$ cat src/rtl/base64_stream_decoder_unit_assert.svh
// Assertion macros shared by the decoder modules.
// Both sample on clk and stay quiet while rst_n is low.
`ifndef BASE64_STREAM_DECODER_UNIT_ASSERT_SVH
`define BASE64_STREAM_DECODER_UNIT_ASSERT_SVH

`define B64D_ASSERT_HOLDS(lbl, cond, msg) \
  lbl: assert property (@(posedge clk) disable iff (!rst_n) (cond)) \
    else $error(msg);

`define B64D_ASSERT_NEXT(lbl, ante, cons, msg) \
  lbl: assert property (@(posedge clk) disable iff (!rst_n) (ante) |=> (cons)) \
    else $error(msg);

`endif

$ cat src/rtl/b64d_pkg.sv
`default_nettype none
package b64d_pkg;

  localparam int CountBits = 24;
  localparam int CountW    = 24;
  localparam int LimitW    = 24;
  localparam int CmpW      = ((CountBits + 1) > LimitW) ? (CountBits + 1) : LimitW;

  localparam logic [CountBits-1:0] CountMax = '1;
  localparam logic [LimitW-1:0]    LimitReset = '1;

  localparam logic [7:0] PadChar   = 8'h3D;
  localparam logic [7:0] ChUpperA  = 8'h41;
  localparam logic [7:0] ChUpperZ  = 8'h5A;
  localparam logic [7:0] ChLowerA  = 8'h61;
  localparam logic [7:0] ChLowerZ  = 8'h7A;
  localparam logic [7:0] ChDigit0  = 8'h30;
  localparam logic [7:0] ChDigit9  = 8'h39;
  localparam logic [7:0] ChPlus    = 8'h2B;
  localparam logic [7:0] ChSlash   = 8'h2F;

  localparam logic [5:0] SxLower = 6'd26;
  localparam logic [5:0] SxDigit = 6'd52;
  localparam logic [5:0] SxPlus  = 6'd62;
  localparam logic [5:0] SxSlash = 6'd63;

  typedef enum logic [1:0] {
    StOk      = 2'd0,
    StInvalid = 2'd1,
    StLone    = 2'd2,
    StLimit   = 2'd3
  } b64d_status_t;

  typedef struct packed {
    logic              hit;
    logic [5:0]        value;
  } b64d_sextet_t;

  typedef struct packed {
    logic [1:0]        nbytes;
    logic [7:0]        byte0;
    logic [7:0]        byte1;
    logic [7:0]        byte2;
    logic              has_status;
    b64d_status_t      status;
    logic [CountW-1:0] count;
  } b64d_bundle_t;

  function automatic b64d_sextet_t sextet_of(logic [7:0] c);
    b64d_sextet_t s;
    s.hit   = 1'b1;
    s.value = '0;
    if (c >= ChUpperA && c <= ChUpperZ) begin
      s.value = 6'(c - ChUpperA);
    end else if (c >= ChLowerA && c <= ChLowerZ) begin
      s.value = 6'(c - ChLowerA) + SxLower;
    end else if (c >= ChDigit0 && c <= ChDigit9) begin
      s.value = 6'(c - ChDigit0) + SxDigit;
    end else if (c == ChPlus) begin
      s.value = SxPlus;
    end else if (c == ChSlash) begin
      s.value = SxSlash;
    end else begin
      s.hit = 1'b0;
    end
    return s;
  endfunction

  function automatic logic limit_hit(logic [CountBits-1:0] cnt, logic [1:0] n,
                                     logic [LimitW-1:0] lim);
    logic [CmpW-1:0] nxt;
    nxt = CmpW'(cnt) + CmpW'(n);
    return (nxt > CmpW'(lim)) || (nxt > CmpW'(CountMax));
  endfunction

endpackage
`default_nettype wire

$ cat src/rtl/b64d_decode.sv
`default_nettype none
`include "base64_stream_decoder_unit_assert.svh"
module b64d_decode (
  input  wire logic                         clk,
  input  wire logic                         rst_n,
  input  wire logic                         in_valid,
  output logic                              in_ready,
  input  wire logic [7:0]                   in_symbol,
  input  wire logic                         in_end_of_text,
  input  wire logic                         cfg_valid,
  output logic                              cfg_ready,
  input  wire logic [b64d_pkg::LimitW-1:0]  cfg_data,
  output logic                              bnd_valid,
  output b64d_pkg::b64d_bundle_t            bnd,
  input  wire logic                         bnd_ready
);
  import b64d_pkg::*;

  logic                 a_valid_r, a_valid_nxt;
  logic [7:0]           a_sym_r;
  logic                 a_eot_r;
  logic [17:0]          pg_r, pg_nxt;
  logic [1:0]           fill_r, fill_nxt;
  logic                 pad_r, pad_nxt;
  b64d_status_t         err_r, err_nxt;
  logic [CountBits-1:0] cnt_r, cnt_nxt;
  logic [LimitW-1:0]    limit_r;

  b64d_sextet_t         sx;
  logic [17:0]          e_pg;
  logic [1:0]           e_fill;
  logic                 e_pad;
  b64d_status_t         e_err;
  logic [CountBits-1:0] e_cnt;
  logic                 nonempty;
  logic                 adv;

  assign cfg_ready = 1'b1;

  always_comb begin
    sx              = sextet_of(a_sym_r);
    e_pg            = pg_r;
    e_fill          = fill_r;
    e_pad           = pad_r;
    e_err           = err_r;
    e_cnt           = cnt_r;
    bnd             = '0;
    bnd.status      = StOk;
    if (err_r == StOk) begin
      if (a_sym_r == PadChar) begin
        e_pad = 1'b1;
      end else if (pad_r || !sx.hit) begin
        e_err = StInvalid;
      end else if (fill_r == 2'd3) begin
        if (limit_hit(cnt_r, 2'd3, limit_r)) begin
          e_err = StLimit;
        end else begin
          bnd.nbytes = 2'd3;
          bnd.byte0  = pg_r[17:10];
          bnd.byte1  = pg_r[9:2];
          bnd.byte2  = {pg_r[1:0], sx.value};
          e_cnt      = cnt_r + CountBits'(3);
        end
        e_pg   = '0;
        e_fill = '0;
      end else begin
        e_pg   = {pg_r[11:0], sx.value};
        e_fill = fill_r + 2'd1;
      end
    end
    if (a_eot_r) begin
      if (e_err == StOk) begin
        unique case (e_fill)
          2'd0: begin
          end
          2'd1: e_err = StLone;
          2'd2: begin
            if (limit_hit(e_cnt, 2'd1, limit_r)) begin
              e_err = StLimit;
            end else begin
              bnd.nbytes = 2'd1;
              bnd.byte0  = e_pg[11:4];
              e_cnt      = e_cnt + CountBits'(1);
            end
          end
          2'd3: begin
            if (limit_hit(e_cnt, 2'd2, limit_r)) begin
              e_err = StLimit;
            end else begin
              bnd.nbytes = 2'd2;
              bnd.byte0  = e_pg[17:10];
              bnd.byte1  = e_pg[9:2];
              e_cnt      = e_cnt + CountBits'(2);
            end
          end
        endcase
      end
      bnd.has_status = 1'b1;
      bnd.status     = e_err;
      bnd.count      = CountW'(e_cnt);
    end
  end

  assign nonempty  = (bnd.nbytes != 2'd0) || bnd.has_status;
  assign bnd_valid = a_valid_r && nonempty;
  assign adv       = a_valid_r && (!nonempty || bnd_ready);
  assign in_ready  = !a_valid_r || adv;

  always_comb begin
    a_valid_nxt = a_valid_r;
    if (in_valid && in_ready) begin
      a_valid_nxt = 1'b1;
    end else if (adv) begin
      a_valid_nxt = 1'b0;
    end
    pg_nxt   = pg_r;
    fill_nxt = fill_r;
    pad_nxt  = pad_r;
    err_nxt  = err_r;
    cnt_nxt  = cnt_r;
    if (adv) begin
      if (a_eot_r) begin
        pg_nxt   = '0;
        fill_nxt = '0;
        pad_nxt  = 1'b0;
        err_nxt  = StOk;
        cnt_nxt  = '0;
      end else begin
        pg_nxt   = e_pg;
        fill_nxt = e_fill;
        pad_nxt  = e_pad;
        err_nxt  = e_err;
        cnt_nxt  = e_cnt;
      end
    end
  end

  always_ff @(posedge clk) begin
    if (!rst_n) begin
      a_valid_r <= 1'b0;
      pg_r      <= '0;
      fill_r    <= '0;
      pad_r     <= 1'b0;
      err_r     <= StOk;
      cnt_r     <= '0;
      limit_r   <= LimitReset;
    end else begin
      a_valid_r <= a_valid_nxt;
      pg_r      <= pg_nxt;
      fill_r    <= fill_nxt;
      pad_r     <= pad_nxt;
      err_r     <= err_nxt;
      cnt_r     <= cnt_nxt;
      if (cfg_valid && cfg_ready) begin
        limit_r <= cfg_data;
      end
    end
  end

  always_ff @(posedge clk) begin
    if (in_valid && in_ready) begin
      a_sym_r <= in_symbol;
      a_eot_r <= in_end_of_text;
    end
  end

  `B64D_ASSERT_NEXT(a_end_clears_state, adv && a_eot_r, fill_r == 2'd0 && err_r == StOk && cnt_r == '0 && !pad_r, "message state not cleared after end request")
  `B64D_ASSERT_HOLDS(a_stall_only_on_results, !(a_valid_r && !adv) || (nonempty && !bnd_ready), "decode stage held without a pending result")

endmodule
`default_nettype wire

$ cat src/rtl/b64d_serializer.sv
`default_nettype none
`include "base64_stream_decoder_unit_assert.svh"
module b64d_serializer (
  input  wire logic                        clk,
  input  wire logic                        rst_n,
  input  wire logic                        bnd_valid,
  input  wire b64d_pkg::b64d_bundle_t      bnd,
  output logic                             bnd_ready,
  output logic                             out_valid,
  input  wire logic                        out_ready,
  output logic [7:0]                       out_data_byte,
  output logic                             out_is_status,
  output logic [1:0]                       out_status,
  output logic [b64d_pkg::CountW-1:0]      out_byte_count,
  output logic                             out_final_item
);
  import b64d_pkg::*;

  b64d_bundle_t      bnd_r;
  logic              bnd_valid_r, bnd_valid_nxt;
  logic [1:0]        ptr_r, ptr_nxt;
  logic              out_valid_r, out_valid_nxt;
  logic [7:0]        data_r;
  logic              is_status_r;
  b64d_status_t      status_r;
  logic [CountW-1:0] count_r;

  logic [2:0]        total;
  logic [2:0]        ptr_ext;
  logic              pop;
  logic              last;
  logic              load;
  logic              is_data;
  logic [7:0]        sel_byte;

  assign total     = {1'b0, bnd_r.nbytes} + {2'b00, bnd_r.has_status};
  assign ptr_ext   = {1'b0, ptr_r};
  assign pop       = bnd_valid_r && (!out_valid_r || out_ready);
  assign last      = pop && (ptr_ext == (total - 3'd1));
  assign bnd_ready = !bnd_valid_r || last;
  assign load      = bnd_valid && bnd_ready;
  assign is_data   = ptr_r < bnd_r.nbytes;

  always_comb begin
    unique case (ptr_r)
      2'd0: sel_byte = bnd_r.byte0;
      2'd1: sel_byte = bnd_r.byte1;
      2'd2: sel_byte = bnd_r.byte2;
      2'd3: sel_byte = 8'h00;
    endcase
  end

  always_comb begin
    bnd_valid_nxt = bnd_valid_r;
    ptr_nxt       = ptr_r;
    if (load) begin
      bnd_valid_nxt = 1'b1;
      ptr_nxt       = '0;
    end else if (last) begin
      bnd_valid_nxt = 1'b0;
    end else if (pop) begin
      ptr_nxt = ptr_r + 2'd1;
    end
    out_valid_nxt = out_valid_r;
    if (pop) begin
      out_valid_nxt = 1'b1;
    end else if (out_ready) begin
      out_valid_nxt = 1'b0;
    end
  end

  always_ff @(posedge clk) begin
    if (!rst_n) begin
      bnd_valid_r <= 1'b0;
      ptr_r       <= '0;
      out_valid_r <= 1'b0;
    end else begin
      bnd_valid_r <= bnd_valid_nxt;
      ptr_r       <= ptr_nxt;
      out_valid_r <= out_valid_nxt;
    end
  end

  always_ff @(posedge clk) begin
    if (load) begin
      bnd_r <= bnd;
    end
    if (pop) begin
      if (is_data) begin
        data_r      <= sel_byte;
        is_status_r <= 1'b0;
        status_r    <= StOk;
        count_r     <= '0;
      end else begin
        data_r      <= 8'h00;
        is_status_r <= 1'b1;
        status_r    <= bnd_r.status;
        count_r     <= bnd_r.count;
      end
    end
  end

  assign out_valid      = out_valid_r;
  assign out_data_byte  = data_r;
  assign out_is_status  = is_status_r;
  assign out_status     = status_r;
  assign out_byte_count = count_r;
  assign out_final_item = is_status_r;

  `B64D_ASSERT_HOLDS(a_ptr_in_range, !bnd_valid_r || (ptr_ext < total), "result pointer past end of bundle")
  `B64D_ASSERT_HOLDS(a_status_is_last, !(pop && !is_data) || last, "status request not last of its bundle")
  `B64D_ASSERT_NEXT(a_drain_empties, last && !load, !bnd_valid_r, "bundle slot not freed after last request")

endmodule
`default_nettype wire

$ cat src/rtl/base64_stream_decoder_unit.sv
// Streaming base64 decoder, standard alphabet with '=' padding.
// Input channel: one character per request on in_symbol, in_end_of_text
// high on the last character of a message. Config channel: cfg_data sets
// the per-message output byte limit; write it only while the block is idle.
// Result channel: decoded bytes one per request, then one status request
// (out_is_status and out_final_item high) carrying out_status and the
// message byte count in out_byte_count.
// The first result of a character passes from the input register through
// the bundle register to the output register, which drives out_valid.
// Throughput: one character per cycle, and one result per cycle on the
// output while out_ready stays high. A character that yields results
// waits in the input register while the previous character's results
// are still draining from the bundle register, so a group of bytes holds
// the decode stage; characters that yield nothing pass at full rate.
// Reset (rst_n low at a clock edge) empties all stages, clears the message
// state and sets the limit to its largest value.
// A stalled receiver holds the output register; back pressure reaches
// in_ready once the bundle and input registers are both occupied.
`default_nettype none
module base64_stream_decoder_unit (
  input  wire logic                        clk,
  input  wire logic                        rst_n,
  input  wire logic                        in_valid,
  output logic                             in_ready,
  input  wire logic [7:0]                  in_symbol,
  input  wire logic                        in_end_of_text,
  input  wire logic                        cfg_valid,
  output logic                             cfg_ready,
  input  wire logic [b64d_pkg::LimitW-1:0] cfg_data,
  output logic                             out_valid,
  input  wire logic                        out_ready,
  output logic [7:0]                       out_data_byte,
  output logic                             out_is_status,
  output logic [1:0]                       out_status,
  output logic [b64d_pkg::CountW-1:0]      out_byte_count,
  output logic                             out_final_item
);
  import b64d_pkg::*;

  logic         bnd_valid;
  logic         bnd_ready;
  b64d_bundle_t bnd;

  b64d_decode u_decode (
    .clk            (clk),
    .rst_n          (rst_n),
    .in_valid       (in_valid),
    .in_ready       (in_ready),
    .in_symbol      (in_symbol),
    .in_end_of_text (in_end_of_text),
    .cfg_valid      (cfg_valid),
    .cfg_ready      (cfg_ready),
    .cfg_data       (cfg_data),
    .bnd_valid      (bnd_valid),
    .bnd            (bnd),
    .bnd_ready      (bnd_ready)
  );

  b64d_serializer u_serializer (
    .clk            (clk),
    .rst_n          (rst_n),
    .bnd_valid      (bnd_valid),
    .bnd            (bnd),
    .bnd_ready      (bnd_ready),
    .out_valid      (out_valid),
    .out_ready      (out_ready),
    .out_data_byte  (out_data_byte),
    .out_is_status  (out_is_status),
    .out_status     (out_status),
    .out_byte_count (out_byte_count),
    .out_final_item (out_final_item)
  );

endmodule
`default_nettype wire
$ cat config.mk
export PLATFORM = sky130hd
export DESIGN_NAME = base64_stream_decoder_unit
export DESIGN_NICKNAME = d
export VERILOG_FILES = /design/src/rtl/b64d_pkg.sv /design/src/rtl/b64d_decode.sv /design/src/rtl/b64d_serializer.sv /design/src/rtl/base64_stream_decoder_unit.sv
export VERILOG_INCLUDE_DIRS = /design/src /design/src/rtl
export SDC_FILE = /design/constraint.sdc
export NUM_CORES = 1
export LEC_CHECK = 0
export BUFFER_PORTS_ARGS = -buffer_cell sky130_fd_sc_hd__buf_2
export CAP_MARGIN = 20
export CORE_ASPECT_RATIO = 1.25
export CORE_MARGIN = 2
export CORE_UTILIZATION = 55
export CTS_BUF_LIST = sky130_fd_sc_hd__clkbuf_8
export CTS_CLUSTER_SIZE = 12
export DETAILED_ROUTE_END_ITERATION = 6
export GPL_ROUTABILITY_DRIVEN = 0
export PLACE_DENSITY_LB_ADDON = 0.15
export REMOVE_ABC_BUFFERS = 1
export SYNTH_ARGS = -nofsm -noshare
export SYNTH_HDL_FRONTEND = slang
export SYNTH_SLANG_ARGS = --single-unit
$ cat constraint.sdc
create_clock -name clk -period 8.95 [get_ports clk]
set_input_delay 0.4475 -clock clk [delete_from_list [all_inputs] [get_ports clk]]
set_output_delay 0.4475 -clock clk [all_outputs]
set_load 0.05 [all_outputs]
==> results_dict.tcl <==
set metrics [dict create \
    status "finished with violations" \
    violations "design-rule violations" \
    cts_sinks 173 \
    dr.pass1.iters 7 \
    layout.cells.non_filler 1855 \
    power.clock.fraction_pct 35.4 \
    ys_seq_area_share_pct 34.3 \
    maxSlewHeadroom_pct 27.6 \
    clkTransAtPathRegs_ns 0.10 \
    post-place-ws_ns 0.158 \
    finalHoldViolations 0 \
    critPathCaptureType "flip-flop" \
    die_y_um 175 \
    power_frac_comb_pct 10.8 \
    antenna_found_initial 0 \
    drt-wirelength-per-cell_um 23.1 \
    cts.path.max_buffers 2 \
    cts_tree "yes" \
    layout-drive-gt1-share_pct 14.3 \
    min_path_type "in2reg" \
    ys_ff_latch 173 \
    io_pins 77 \
    total_power_mw 1.62 \
    rsz0062_at_grt "no" \
    fin_tns_setup_ns 0 \
    cts_made_buffers 17 \
    dp_cells 1819 \
    rows 62 \
    vias 12300 \
    vias_per_cell 6.65 \
    yosysTopAreaCell "edfxtp_1" \
    drc 1 \
    place_hpwl_mm 32.0 \
    power_frac_seq_pct 53.7 \
    grt_pass1_vias 11500 \
    fmax_ghz 0.115 \
    clock_latency_ns 0.51 \
    cell_internal_pwr_mw 1.16 \
    die-area_um2 24700 \
    cp-start-kind "flip-flop" \
    p_leak_nw 5.54 \
    start_util_pct 56.0 \
    synthTopCellsByArea "edfxtp_1, dfxtp_1, ha_1" \
    finClkSkew_ns 0.0343 \
    drt_iter0_markers 1342 \
    grt_overflow_total 0 \
    maxCapViolCount 0 \
    slew_viol_final 0 \
    synthCells 1484 \
    worst_slew_pin_slew_ns 1.08 \
    finalInstanceArea_um2 14200 \
    synthDominantCellAreaShare_pct 22.6 \
    area_delta_synth_final_pct 10.1 \
    grt_max_degree 74 \
    grt_pass1_wl_mm 65.5 \
    vdd_drop_max_mv 0.126 \
    switching_share_pct 28.1 \
    timing.final.ws_setup_ns 0.238 \
    timing.final.crit_share_pct 97.3 \
    syn_area_per_cell_um2 8.70 \
    synth_top_flop_cell "edfxtp_1" \
    fin_crit_ns 8.71 \
    htreeDepth 4 \
    place_area_um2 13700 \
    power_switching_uw 455 \
    worstSetupPathType "reg2reg" \
    synthArstFlopShare_pct 0 \
    crit_slowest_cell "nor3_1" \
    drt_wl_total_mm 42.9 \
    synth_edf_count 97 \
    io_buffers 75 \
    ant_nets 0 \
    fin_util_pct 61.7 \
    cts_root_buffer "clkbuf_8" \
    die_width_um 141 \
    slowest_delay_ns 0.71 \
    ys_types 95 \
    cp_max_fo 18 \
    setup_viol 0 \
    core-area_um2 23000 \
    ys.warnings.count 0 \
    syn_area_um2 12900 \
    grtUsageTotal_pct 34.4 \
    cp.arrival_ns 8.91 \
    p_per_area_nw_per_um2 114 \
    hold_slack_ns 0.126 \
    nNetsFinal 1684 \
    critPathRequiredTime_ns 9.15 \
]
placed cells by master (no fill, tap or decap), drive strengths merged, types with 12 or more instances in the layout:
cell type | netlist | layout
inv | 83 | 91
nand3 | 57 | 57
o211ai | 37 | 37
and3 | 15 | 15
ha | 93 | 93
and2 | 41 | 41
xnor2 | 69 | 69
dfxtp | 76 | 76
a21oi | 81 | 81
o21a | 29 | 29
nor3b | 13 | 13
o221ai | 13 | 13
o21ai | 68 | 68
xor2 | 23 | 23
edfxtp | 97 | 97
a21o | 21 | 21
a22oi | 25 | 25
clkbuf | 59 | 17
a31oi | 12 | 12
nor2b | 39 | 39
nor2 | 94 | 94
a211oi | 16 | 16
nor4 | 25 | 25
nand4 | 38 | 38
nand2 | 125 | 125
nor3 | 62 | 62
buf | 25 | 134
Yosys cell counts (35+ instances only):
| cell type | count |
|---|---|
| nand2_1 | 125 |
| edfxtp_1 | 97 |
| nor2_1 | 94 |
| ha_1 | 93 |
| inv_1 | 82 |
| a21oi_1 | 79 |
| dfxtp_1 | 76 |
| xnor2_1 | 67 |
| nor3_1 | 62 |
| o21ai_0 | 61 |
| clkbuf_1 | 59 |
| nand3_1 | 55 |
| and2_1 | 40 |
| nor2b_1 | 39 |
| nand4_1 | 35 |
worst paths after layout:
check                               from                               to  slack [ns]  cells past startpoint
hold reg to reg   u_serializer.bnd_r[14]  u_serializer.out_byte_count[14]        0.52                      1
hold / removal              in_symbol[3]              u_decode.a_sym_r[3]        0.13                      1
setup reg to reg      u_decode.cnt_r[13]           u_serializer.bnd_r[18]        0.24                     33
setup / recovery      u_decode.cnt_r[13]           u_serializer.bnd_r[18]        0.24                     33
repair_timing:
item	4_1_cts	5_1_grt
resized for setup	0	18
hold endpoints to repair	0	0
setup buffers	0	2
hold buffers	0	0
endpoints found under the setup margin	0	43
power by group through the flow:
stage | combinational, mW | sequential, mW | clock (mW)
3_3_place_gp | 0.169 | 0.889 | 0
6_report | 0.176 | 0.870 | 0.574
2_1_floorplan | 0.0864 | 0.907 | 0
5_1_grt | 0.190 | 0.873 | 0.601
3_5_place_dp | 0.171 | 0.889 | 0
4_1_cts | 0.172 | 0.871 | 0.575
sequential cells by signal (all words and copies together) (netlist names):
signal / count
u_serializer.bnd_valid_r: 1
u_decode.fill_r: 2
u_serializer.out_status: 2
u_serializer.bnd_r: 53
u_serializer.out_final_item: 1
u_decode.cnt_r: 24
u_decode.limit_r: 24
u_serializer.out_valid: 1
u_serializer.out_data_byte: 8
u_decode.a_sym_r: 8
u_decode.a_eot_r: 1
u_serializer.out_byte_count: 24
u_decode.pg_r: 18
u_decode.a_valid_r: 1
u_decode.pad_r: 1
u_serializer.ptr_r: 2
u_decode.err_r: 2
cell families after synthesis:
logic type,after synthesis,synth area share (%)
muxes,9,0.814
and+or+nand+nor,574,23.9
adders and majority gates,93,9.01
AOI/OAI and AO/OA,375,20.1
other,1,0.0290
buffers and inverters,167,5.28
xor gates and xnor gates,92,6.50
DFF,173,34.3
per-layer routing:
layer | routed length [um] | global-route usage [%]
met4 | 3270 | 21.6
met1 | 15800 | 41.3
met2 | 20000 | 57.2
met5 | 0 | 0
met3 | 3760 | 6.27
final cells by class:
class | instances | area, um^2
flip-flops and latches | 173 | 4440
clock buffers | 17 | 234
multi-input cells | 1144 | 7880
fillers | 1999 | 8820
clock inverters | 15 | 160
repair buffers | 134 | 838
diodes | 1 | 2.50
well taps | 288 | 360
inverters | 83 | 312
critical path: cells and delay by family (launching register included):
kind / cells / cell delay [ns]
xor+xnor: 3 / 0.67
compound gates: 13 / 2.16
flops: 1 / 0.65
buf+inv: 6 / 1.09
simple gates: 8 / 2.98
fa+ha+maj: 3 / 0.83
(Power assumes the default switching activity.)
